<file path="src/rtl/core/mhpq_ram.sv">
// Generic single-port-write, single-port-read RAM with registered read data.
// No dependencies; read-first when both ports hit the same address.
module mhpq_ram #(
    parameter int WIDTH = 32,
    parameter int DEPTH = 128
) (
    input  logic                     i_clk,
    input  logic                     i_we,
    input  logic [$clog2(DEPTH)-1:0] i_waddr,
    input  logic [WIDTH-1:0]         i_wdata,
    input  logic [$clog2(DEPTH)-1:0] i_raddr,
    output logic [WIDTH-1:0]         o_rdata
);

    logic [WIDTH-1:0] r_mem [DEPTH];

    // Storage array and registered read
    always_ff @(posedge i_clk) begin
        if (i_we) begin
            r_mem[i_waddr] <= i_wdata;
        end
        o_rdata <= r_mem[i_raddr];
    end

endmodule

</file>
<file path="config.mk">
export PLATFORM = sky130hd
export DESIGN_NAME = mhpq_ram
export DESIGN_NICKNAME = d
export VERILOG_FILES = /design/src/rtl/core/mhpq_ram.sv
export SDC_FILE = /design/constraint.sdc
export NUM_CORES = 2
export LEC_CHECK = 0
export ABC_AREA = 0
export BUFFER_PORTS_ARGS = -buffer_cell sky130_fd_sc_hd__buf_2
export CAP_MARGIN = 20
export CORE_UTILIZATION = 45
export CTS_CLUSTER_SIZE = 25
export DETAILED_ROUTE_END_ITERATION = 6
export PLACE_DENSITY = 0.67
export SETUP_SLACK_MARGIN = 0.15
export SYNTH_ARGS = -nofsm -noshare
export SYNTH_HDL_FRONTEND = slang
export SYNTH_SLANG_ARGS = --single-unit
</file>
<file path="constraint.sdc">
create_clock -name i_clk -period 5.3 [get_ports i_clk]
set_clock_uncertainty 0.15 [all_clocks]
set_input_delay 0.53 -clock i_clk [delete_from_list [all_inputs] [get_ports i_clk]]
set_output_delay 0.53 -clock i_clk [all_outputs]
set_load 0.03 [all_outputs]
</file>
Word level (Yosys, flattened, before mapping) --
Memories as Yosys holds them, arrays and structs flattened. A register that Yosys moved wholly into a read port is not among the register bits. Cells that the tools add are included. Widths: inputs -> output; s select.
Storage, ports and cells: input bits 48, bits in writable memories 4096, word-level logic and storage cells 3, memories 1, flip-flop bits (word level) 0, output and inout bits 32
Operators by class: muxes and demuxes 2
Memories:
- r_mem | words 128, width 32, read ports 1, clocked after Yosys merged registers in 1, write ports 1, line 15 | logic [WIDTH-1:0] r_mem [DEPTH];
Operators with widths (count):
- $mux 1 | 2

Logic depth before layout (Yosys ltp) --
word-level depth 2, gate-level depth with buffers 8, gate-level depth less buffers 4

Least setup slack after synthesis --
OpenSTA, ideal clock, no wires.
path kind input-to-reg, start point input i_we, end point memory r_mem[98][0] (enable), data required time 4.689 ns, data arrival time 3.308 ns, cell stages on the path 3, path slack 1.381 ns, buffers on the path 1, cell sequence clkbuf_1 > nand4_1 > nor3_1
On the way: longest elaborated chain between the ends 2
Ends and longest elaborated chain:
- start: declaration | line 8 | input logic i_we,
- $mux 1 | line 19 | if (i_we) begin
- $mux 1 (not written as such) | line 20 | r_mem[i_waddr] <= i_wdata;
- end: declaration | line 15
No other way between the ends.

==> summary.md <==
| Metric | Value |
|---|---|
| Mux contribution to synthesized area | `19.6%` |
| Setup Crit Path Kind | `primary input to register` |
| Overall Global Routing Usage | `a little under a quarter` |
| Final Max Slew Viols | `0` |
| Worst Tran Pin Value | `roughly 1.2 ns` |
| Detail Placement HPWL | `between 200000 and 250000 µm` |
| Leak pwr | `~55 nW` |
| Syn. warnings | `0` |
| PwrDens | `roughly 380 mW/mm²` |
| Core area | `~0.35 mm²` |
| Sw Share | `21.6%` |
| Via-to-Cell Ratio | `between 6 and 7` |
| Cells after Synth | `approximately 6000` |
| Largest net degree at the start of global routing | `89` |
| Final setup violation count | `0` |
| Post-layout util | `~52%` |
| Min Tclk post-route | `roughly 3.2 ns` |
| Combinational group share of total power | `5.4%` |
| Compound-Gate Fraction of Synth Area | `0%` |
| Chip Height | `around 600 µm` |
| Clock tree buffer depth | `4` |
| Row cnt | `approximately 220` |
| Final nets | `around 6500` |
| Post-Syn Area | `between 0.15 and 0.2 mm²` |
| Clock network fraction of total power | `around two fifths` |
| R2R Setup Slk | `roughly 2.5 ns` |
| Yosys top cell area share | `about four fifths` |
| GRT overflow | `0` |
| DR WL/cell | `around 36 µm` |
| Max Cap Violations | `0` |
| Post-synthesis sequential area ratio | `between 70% and 80%` |
| Io pins | `80` |
| Yosys reg bits | `around 4100` |
| Initial antenna violation count | `between 70 and 80` |
| F_max | `between 0.3 and 0.4 GHz` |
| Failing checks | `negative hold slack` |
| CP Launch Type | `primary input` |
| Post-synthesis adder-cell area fraction | `0%` |
| Combinational family with the most area after synthesis | `multiplexers` |
| RSZ-0062 raised after global routing | `false` |
| Crit. End Element | `register` |
| Leading cell type in the layout, fill and taps excluded | `edfxtp_1` |
| Simple-gate area share of the yosys netlist | `less than 1%` |
| Worst EP arrival | `a little under 4 ns` |
| DRT Wirelength | `roughly 420000 µm` |
| Fillers | `roughly 26000` |
| Post-synthesis area per instance | `26.1 µm²` |
| Final Cycle Share | `around 60%` |
| Peak supply drop | `281 µV` |
| Worst-path cell chain | `buf_12 -> buf_4 -> buf_4 -> mux4_2 -> mux4_2 -> mux4_2 -> mux2_2` |
| Number of library cell types mapped by synthesis | `17` |
| Slew HR | `23.0%` |
| Critical path data required time | `about 6 ns` |
| WP buf/inv | `3` |
| Top cells by area, synth | `edfxtp_1, mux4_2, clkbuf_1` |
| Clock slew at reported path FFs | `0.06 ns` |
| Critical path's largest stage delay | `around 0.64 ns` |
| DRT iter0 DRCs | `~11000` |
| Total iterations of the first detailed-routing run | `5` |
| Mapped Nets | `slightly above 6000` |
| First-pass GRT wire length | `approximately 570000 µm` |
| Reg power frac | `a little over half` |
| Final TNS setup | `0 ns` |
| Most frequent cells in the layout | `edfxtp_1, mux4_2, clkbuf_16, buf_4, nor2_4` |
| Switching Power | `roughly 15 mW` |
| Synth area leader | `edfxtp_1` |
| CP Max Fanout | `between 40 and 50` |
| Setup Fix Bufs, Post-CTS | `0` |
| Hold crit path type | `primary input to register` |
| Initial core utilization | `approximately 45%` |
| Root buf cell | `clkbuf_16` |
| Pint | `roughly 54 mW` |
| Layout cells sized above 1 | `a little over a third` |
| Sink Count | `a little over 4000` |
| Most frequent cell on the critical path | `mux4_2` |
| H-tree lvl count | `5` |
| Critical-path top delay cell | `mux4_2` |
| Post-synthesis xor/xnor area fraction | `0%` |
| TritonCTS clock tree | `done` |
| Clock network latency to the later pin of the worst-skew pair | `1.00 ns` |
| Die W | `around 600 µm` |
| Routability congestion estimate | `about 0.85` |
| Port bufs | `approximately 80` |
| Count of final hold-check violations | `6` |
| Result of the run | `complete, but fails checks` |
| Die area | `0.350 mm²` |
| Routed Antenna Nets | `0` |
| Crit path max-delay family | `multiplexers` |
| Synth-to-Final Area Change | `14.3%` |
| Via count | `between 70000 and 80000` |
| DRC viols | `0` |
| Vias in the first global route | `slightly above 70000` |
| Hold WS | `-0.00471 ns` |
| Num CTS Buffers | `just over 400` |
-- area by class of cell --
type / count / area [µm²] / area share (%)
Clock buffer: 517 / 10800 / 6.07
Timing Repair Buffer: 407 / 3780 / 2.12
Tap cell: 4578 / 5730 / 3.21
Multi-Input combinational cell: 1546 / 32300 / 18.1
Sequential cell: 4128 / 124000 / 69.2
Clock inverter: 231 / 2180 / 1.22
Antenna cell: 74 / 185 / 0.104
-- metal layers --
layer  share of wire (%)  track usage [%]  vias to the layer above
li1                    -                -                    27500
met1                  37             33.0                    39500
met2                  47             36.8                     4594
met3                  11             5.78                      662
met4                 4.0             9.01                       24
met5               0.039                0                        -
-- through the flow --
step | hold slack, ns | total power, mW | instance area, µm² | instances | setup slack, ns
2_1_floorplan | 0.479 | 38.6 | 156000 | 5990 | 1.38
3_3_place_gp | 0.899 | 40.5 | 165000 | 10600 | 1.05
3_5_place_dp | 0.905 | 40.6 | 165000 | 10600 | 1.02
4_1_cts | 0.00153 | 68.5 | 178000 | 11400 | 2.02
5_1_grt | 0.0102 | 69.8 | 179000 | 11500 | 1.94
6_report | -0.00471 | 68.2 | 179000 | 11500 | 2.05
-- Yosys cell counts --
master / count
buf_4: 3
nand3_1: 12
dfxtp_1: 32
nand2b_1: 2
nand4_1: 3
nand2_1: 14
edfxtp_1: 4096
nor3_1: 9
buf_2: 79
nor2_1: 122
or3_1: 1
buf_1: 50
buf_6: 2
mux2_2: 32
nor2b_1: 7
clkbuf_1: 182
mux4_2: 1344
-- sequential cells by signal, summed over array words and instances (netlist names) --
register,flops
o_rdata,32
r_mem,4096
-- power by group through the flow --
stage,Combinational [mW],Clock [mW],Sequential (mW)
final,3.65,28.3,36.3
after CTS,3.66,28.6,36.3
after global routing,3.77,29.8,36.2
after global placement,3.58,0,37.0
after floorplan,1.74,0,36.9
after detailed placement,3.65,0,37.0
-- final timing paths --
check / from / endpoint / cells after the start
setup / recovery: i_raddr[0] / o_rdata[22] / 7
hold / removal: i_wdata[31] / r_mem[60][31] / 1
setup reg to reg: r_mem[71][28] / o_rdata[28] / 4
hold reg to reg: r_mem[118][7] / o_rdata[7] / 4
-- cells by family (layout without fill, tap and decap cells) --
logic type / Yosys count / after routing
and+or+nand+nor: 170 / 170
DFF: 4128 / 4128
buffers and inverters: 316 / 1155
other: 0 / 74
muxes: 1376 / 1376
-- timing repair --
item	in CTS	in global routing
hold buffers	10	0
gates resized for setup	0	0
hold endpoints to repair	190	0
Note: power is estimated with default switching activity, not from simulation.
